<file path="src/rtl/chrt_pkg.sv">
// Package for the consistent hash ring table: sizes, command and status codes,
// word and entry types, and the control and link structs shared by the cells.
// No dependencies.
`timescale 1ns / 1ps

package chrt_pkg;

    // Ring and field sizes.
    localparam int RING_DEPTH  = 256;
    localparam int MAX_SERVERS = 64;
    localparam int POINT_W     = 32;
    localparam int SID_W       = 6;
    localparam int CMD_W       = 2;
    localparam int STATUS_W    = 2;
    localparam int COUNT_OUT_W = 9;
    localparam int CNT_W       = $clog2(RING_DEPTH + 1);
    localparam int IDX_W       = (RING_DEPTH > 1) ? $clog2(RING_DEPTH) : 1;

    // Grouping of the registered result tree.
    localparam int GRP  = 16;
    localparam int NGRP = (RING_DEPTH + GRP - 1) / GRP;

    // Command codes.
    localparam logic [CMD_W-1:0] CMD_LOOKUP = 2'd0;
    localparam logic [CMD_W-1:0] CMD_INSERT = 2'd1;
    localparam logic [CMD_W-1:0] CMD_REMOVE = 2'd2;

    // Status codes.
    localparam logic [STATUS_W-1:0] STAT_OK    = 2'd0;
    localparam logic [STATUS_W-1:0] STAT_FULL  = 2'd1;
    localparam logic [STATUS_W-1:0] STAT_EMPTY = 2'd2;

    // Input word.
    typedef struct packed {
        logic [CMD_W-1:0]   command;
        logic [POINT_W-1:0] hash_point;
        logic [SID_W-1:0]   server_id;
        logic               is_physical;
    } t_in_word;

    // Result word.
    typedef struct packed {
        logic [STATUS_W-1:0]    status;
        logic [SID_W-1:0]       found_server;
        logic [POINT_W-1:0]     found_point;
        logic                   found_physical;
        logic [COUNT_OUT_W-1:0] entry_count;
    } t_out_word;

    // One ring entry.
    typedef struct packed {
        logic [POINT_W-1:0] point;
        logic [SID_W-1:0]   server;
        logic               physical;
    } t_entry;

    // Operation broadcast to every cell.
    typedef struct packed {
        logic ins;
        logic look;
        logic mark;
        logic swap;
        logic phase;
        logic settle;
    } t_cell_ctl;

    // What a cell shows its neighbors.
    typedef struct packed {
        t_entry ent;
        logic   valid;
        logic   hole;
        logic   gt;
        logic   ge;
    } t_link;

endpackage

</file>
<file path="src/rtl/chrt_cell.sv">
// One cell of the ring: holds a single entry and trades data with its neighbors.
// Depends on chrt_pkg.
`timescale 1ns / 1ps

module chrt_cell import chrt_pkg::*; (
    input  logic      i_clk,
    input  logic      i_rst_n,
    input  t_cell_ctl i_ctl,
    input  t_entry    i_key,
    input  logic      i_first,
    input  logic      i_last,
    input  logic      i_odd,
    input  t_link     i_left,
    input  t_link     i_right,
    output t_link     o_link,
    output logic      o_hit
);

    t_entry r_ent, n_ent;
    logic   r_valid, n_valid;
    logic   r_hole, n_hole;
    logic   r_hit, n_hit;
    logic   w_gt, w_ge;
    logic   w_left_member, w_right_member;

    // An insert goes in front of the first cell that is empty or holds a larger point.
    assign w_gt = !r_valid || (r_ent.point > i_key.point);
    // A lookup selects the first valid cell whose point is at or above the key.
    assign w_ge = r_valid && (r_ent.point >= i_key.point);

    // Pairing for the odd-even exchange passes.
    assign w_left_member  = (i_odd == i_ctl.phase) && !i_last;
    assign w_right_member = (i_odd != i_ctl.phase) && !i_first;

    // Next state of the cell.
    always_comb begin
        n_ent   = r_ent;
        n_valid = r_valid;
        n_hole  = r_hole;
        n_hit   = r_hit;
        if (i_ctl.ins && w_gt) begin
            if (i_first || !i_left.gt) begin
                n_ent   = i_key;
                n_valid = 1'b1;
            end else begin
                n_ent   = i_left.ent;
                n_valid = i_left.valid;
            end
        end
        if (i_ctl.look) begin
            n_hit = w_ge && (i_first || !i_left.ge);
        end
        if (i_ctl.mark) begin
            n_hole = !r_valid || (r_ent.server == i_key.server);
        end
        if (i_ctl.swap) begin
            // A hole trades places with a kept entry on its right.
            if (w_left_member && r_hole && !i_right.hole) begin
                n_ent  = i_right.ent;
                n_hole = 1'b0;
            end
            if (w_right_member && i_left.hole && !r_hole) begin
                n_ent  = i_left.ent;
                n_hole = 1'b1;
            end
        end
        if (i_ctl.settle) begin
            n_valid = !r_hole;
        end
    end

    // Control flags.
    always_ff @(posedge i_clk) begin
        if (!i_rst_n) begin
            r_valid <= 1'b0;
            r_hole  <= 1'b0;
            r_hit   <= 1'b0;
        end else begin
            r_valid <= n_valid;
            r_hole  <= n_hole;
            r_hit   <= n_hit;
        end
    end

    // Entry payload.
    always_ff @(posedge i_clk) begin
        r_ent <= n_ent;
    end

    assign o_link = '{ent: r_ent, valid: r_valid, hole: r_hole, gt: w_gt, ge: w_ge};
    assign o_hit  = r_hit;

endmodule

</file>
<file path="config.mk">
export PLATFORM = sky130hd
export DESIGN_NAME = chrt_cell
export DESIGN_NICKNAME = d
export VERILOG_FILES = /design/src/rtl/chrt_pkg.sv /design/src/rtl/chrt_cell.sv
export SDC_FILE = /design/constraint.sdc
export NUM_CORES = 1
export LEC_CHECK = 0
export ABC_CLOCK_PERIOD_IN_PS = 5800
export BUFFER_PORTS_ARGS = -buffer_cell sky130_fd_sc_hd__buf_2
export CAP_MARGIN = 10
export CORE_ASPECT_RATIO = 0.7
export CORE_UTILIZATION = 50
export DETAILED_ROUTE_END_ITERATION = 6
export GPL_TIMING_DRIVEN = 1
export MAX_ROUTING_LAYER = met4
export PLACE_DENSITY = 0.88
export SYNTH_ARGS = -nofsm -noshare
export SYNTH_HDL_FRONTEND = slang
export SYNTH_SLANG_ARGS = --single-unit
</file>
<file path="constraint.sdc">
create_clock -name i_clk -period 5.8 [get_ports i_clk]
set_input_delay 0.87 -clock i_clk [delete_from_list [all_inputs] [get_ports i_clk]]
set_output_delay 0.87 -clock i_clk [all_outputs]
set_load 0.01 [all_outputs]
</file>
After elaboration in Yosys (flattened, before gate mapping):

Index checks and enable logic that the tools add are counted.

* register bits: 42
* bits of input ports: 136
* output and inout bits: 44
* word-level logic and storage cells: 44

* magnitude comparators: 2
* equal/unequal tests: 3
* mux-type cells: 12
* reduce and logical (&&, ||, !) cells: 21

Operator list (number)
* $mux 39: 5
* $ge 32x32->1: 1
* $gt 32x32->1: 1
* $logic_and 1x1->1: 9
* $logic_not 1->1: 7
* $mux 1: 7
* $eq 6x6->1: 1
* $logic_or 1x1->1: 4
* $reduce_bool 2->1: 1
* $eq 1x1->1: 1
* $ne 1x1->1: 1

Longest topological paths before layout:

* depth in word-level cells: 7
* depth in mapped cells: 10
* mapped depth without buffers: 9

Worst setup path before layout:

Ideal clock, no wire load.

* path kind: input -> output
* from: input port i_key[21] (netlist name)
* to: output port o_link[0] (netlist name)
* arrival time: 2.426 ns
* required time: 4.930 ns
* setup slack: 2.504 ns
* stages: 8
* buffers on the path: 1
* path through: inv_1 > ha_1 > a21oi_1 > nand2_1 > a22o_1 > o41a_4 > o31a_1 > buf_4

* longest elaborated chain between the ends: 2

RTL lines
* from (decl): RTL line chrt_cell.sv:9 `input t_entry i_key,`
* $ge 32x32->1: RTL line chrt_cell.sv:29 `assign w_ge = r_valid && (r_ent.point >= i_key.point);`
* $logic_and 1x1->1: RTL line chrt_cell.sv:29
* to (decl): RTL line chrt_cell.sv:15 `output t_link o_link,`

No other way between the ends.

==> results.md <==
- The via count of the first global-routing pass was 3690.
- Setup repair after global routing left no endpoint under its margin.
- Walking the worst path, the cells encountered are buf_2 > inv_1 > ha_1 > nand4_1 > nor4_1 > and3_1 > o31a_1 > buf_2.
- Counting distinct cell types in the post-synthesis netlist gives 39.
- The layout cell share with drive strength beyond 1 is 33.90%.
- The post-cts resize count is 0.
- The critical path class is in -> out.
- The buffering stage count on the worst path with inverters included is 3.
- Clock-pin slew was measured on the worst setup and hold paths at 0.09 ns.
- The synthesized design contains 0 enable-type register cells.
- 180 I/O pins were placed.
- Global routing used 30.91% of the available tracks across all layers.
- The count of cells along the worst register-to-register path is 9.
- Summing all placed instances gives a cell area of 0.004258 mm^2.
- The gate count of the mapped netlist is 426.
- In this run the worst hold path is classified as reg -> reg.
- The later pin in the worst-skew pair is clocked with a latency of 0.29 ns.
- For the final routed database, the setup TNS stands at 0 ns.
- Setup violations remaining at the end of the flow were counted as 0.
- The largest stage delay on the critical path is 0.57 ns.
- The initial core utilization is 53.05%.
- The final layout net count is 752.
- The count of unresolved DRC violations after routing is 0.
- After synthesis the netlist holds a flip-flop and latch count of 42.
- 0 antenna diodes ended up in the layout.
- The slowest stage of the critical path belongs to the cell sky130_fd_sc_hd__nor4_1.
- In the final layout, the multi-input gates occupy 0.002268 mm^2.
- The max-capacitance violation count is 0.
- From synthesis to final layout, the design area changed by 28.17%.
- The chip width is 100.5 um.
- Measured along the y axis, the die boundary spans 70.93 um.
- The sequential fraction of the synthesis area is 24.78%.
- The worst hold path cell count is 2.
- Summing all non-filler instances in the final layout gives an area of 0.004349 mm^2.
- Overall power consumption after layout is estimated at 0.001125 W.
- The TritonCTS clock tree is done.
- The run finished with clean final reports.
- The number of antenna violations at the first check in global routing is 0.
- Buffers placed on the I/O ports in this run total 176.
- Wires add up to 10720 um.
- The congestion estimate from routability-driven global placement came to 0.8246.
- In the routed layout, each cell is associated on average with a via count of 5.658.
- The routed via count is 3819.
- The total count of max-transition violations in the final report is 0.
- Summed over all cells, the static leakage comes to 2.242 nW.
- Static timing analysis puts the maximum clock frequency at 0.2721 GHz.
- The worst path in the final design needs a cycle of 3.675 ns, including I/O delays and setup.
- Summed over all nets, the half-perimeter wirelength after detailed placement is 8173 um.
- Headroom to the max-slew limit came out at 21.84%.
- Among all flip-flop cells after synthesis, the most frequent one is sky130_fd_sc_hd__dfxtp_1.
- The initial DRC count is 228.
- After clock tree synthesis, the setup repair step added 0 buffers.
- The count of standard-cell rows is 24.
- For the final database, setup skew stands at 0.004877 ns.
- The proportion of register bits with asynchronous set or reset after synthesis is 0%.
- During synthesis, Yosys emitted a total of 0 warnings.
- The arrival time of data at the critical path endpoint is 2.81 ns.
- The aggregate global routing overflow is 0.
- For the worst setup path, the data required time is 4.93 ns.
- The cell area that synthesis handed to floorplanning was 0.003393 mm^2.
- The dominant delay contributor by cell family on the critical path is simple AND/OR/NAND/NOR gates.
- The clock buffer count from CTS is 5.
- In the layout the commonest cells are sky130_fd_sc_hd__buf_2 (176), sky130_fd_sc_hd__nand2_1 (54), sky130_fd_sc_hd__o21ai_0 (46).
- For this run, the detailed router's first-pass iteration total came to 5.
- The buffer depth of the longest clock path is 2.
- Dividing the detail-routed wire length by the instance count gives 15.87 um.
- The power density over the cells is 258.7 mW/mm^2.
- For the pin with the worst max-slew slack, the measured transition is 1.169 ns.
- Entering global routing, the biggest net connects 72 pins.
- Registers take 840.8 um^2.
- The per-instance average area after synthesis is 7.965 um^2.
- The final hold violation count is 0.
- The number of nets handed over by synthesis was 594.
- STA classifies the critical path startpoint as an input pin.
- The global-route wire length before repair is 17110 um.
- The CTS root buffer is sky130_fd_sc_hd__clkbuf_8.
- The number of antenna-violating nets in the routed design is 0.
- The filler cells instantiated in the layout total 545.
- Dividing the final minimum period by the clock period gives 63.36%.
- The H-tree was split into 2 levels.
- After floorplanning, the core was sized to cover 0.006396 mm^2.
- The die area is 0.007125 mm^2.
- STA classifies the critical path endpoint as an output pin.
- The worst-case vdd ir drop is 130.7 uV.
- The cell occurring most often along the worst timing path is sky130_fd_sc_hd__buf_2.
- The critical path crosses 8 cells after its start point.
- In this run the worst path has a maximum fanout of 4.
- Hold repair after CTS inserted 0 buffers.
- The most common cell after layout, fill and taps aside is sky130_fd_sc_hd__buf_2.
- The number of clock sinks is 42.
-- cells by family after synthesis --
kind of cell             Yosys count  synth area share [%]
AO/OA/AOI/OAI                    150                 27.25
AND/OR/NAND/NOR                   85                 11.43
buffers and inverters             63                 8.776
multiplexers                      47                 14.16
flip-flops                        42                 24.78
adder cells (fa/ha/maj)           32                 11.80
XOR/XNOR                           7                 1.807
-- through the flow --
stage	cells	utilization [%]	setup WS [ns]	hold slack, ns
after floorplan	426	-	2.504	0.4934
after global routing	675	68.00	1.977	0.5283
after global placement	667	66.57	1.912	0.4565
final	675	68.00	2.125	0.4953
after detailed placement	667	66.57	1.871	0.4797
after CTS	674	67.76	2.103	0.4944
-- where the power goes --
| part | total (W) | internal (W) | leakage (nW) | switching [W] |
|---|---|---|---|---|
| Sequential | 0.000437 | 0.000368 | 0.354 | 0.0000688 |
| Combinational | 0.000498 | 0.000233 | 1.85 | 0.000266 |
| Clock | 0.000190 | 0.0000833 | 0.0383 | 0.000107 |
-- path summary, 6_finish.rpt --
| path | start | end | slack (ns) |
|---|---|---|---|
| min | o_hit$_SDFFE_PN0P_ | o_hit$_SDFFE_PN0P_ | 0.50 |
| max | i_key[37] | o_link[0] | 2.12 |
| min reg2reg | o_hit$_SDFFE_PN0P_ | o_hit$_SDFFE_PN0P_ | 0.50 |
| max reg2reg | o_link[41]$_DFF_P_ | o_link[37]$_DFF_P_ | 2.51 |
-- layer usage --
layer / share of wire (%) / track usage (%)
met1: 44 / 38.55
met2: 47 / 52.82
met3: 7.4 / 4.545
met4: 1.2 / 7.246
met5: 0 / -
-- tightest hold or removal path: stages, from the launching register on --
cell and delay, ns:
sky130_fd_sc_hd__dfxtp_1 0.33, sky130_fd_sc_hd__nand3b_1 0.08, sky130_fd_sc_hd__nand2_1 0.05
-- final cells by class --
type,instances,area share (%)
Multi-Input combinational cell,321,52.16
Sequential cell,42,19.33
Inverter,33,2.848
Tap cell,91,2.618
Timing Repair Buffer,181,21.29
Clock buffer,7,1.755
-- sequential cells by signal, summed over array words and instances (netlist names) --
signal   count
o_hit        1
o_link      39
r_hole       1
r_valid      1
-- synthesized netlist by cell type (5+ instances only) --
library cell / count / area [um^2]
sky130_fd_sc_hd__nand3_1: 5 / 25.02
sky130_fd_sc_hd__o21ai_1: 39 / 195.2
sky130_fd_sc_hd__a21oi_1: 13 / 65.06
sky130_fd_sc_hd__dfxtp_1: 42 / 840.8
sky130_fd_sc_hd__mux2i_1: 39 / 390.4
sky130_fd_sc_hd__inv_1: 33 / 123.9
sky130_fd_sc_hd__a22o_1: 10 / 87.58
sky130_fd_sc_hd__a22oi_1: 31 / 232.7
sky130_fd_sc_hd__xor2_1: 5 / 43.79
sky130_fd_sc_hd__mux2_2: 8 / 90.09
sky130_fd_sc_hd__ha_1: 32 / 400.4
sky130_fd_sc_hd__nand2_1: 54 / 202.7
sky130_fd_sc_hd__clkbuf_1: 21 / 78.83
sky130_fd_sc_hd__nand4_1: 6 / 37.54
sky130_fd_sc_hd__o21ai_0: 46 / 230.2
sky130_fd_sc_hd__nor2_1: 5 / 18.77
(Power assumes the default switching activity.)
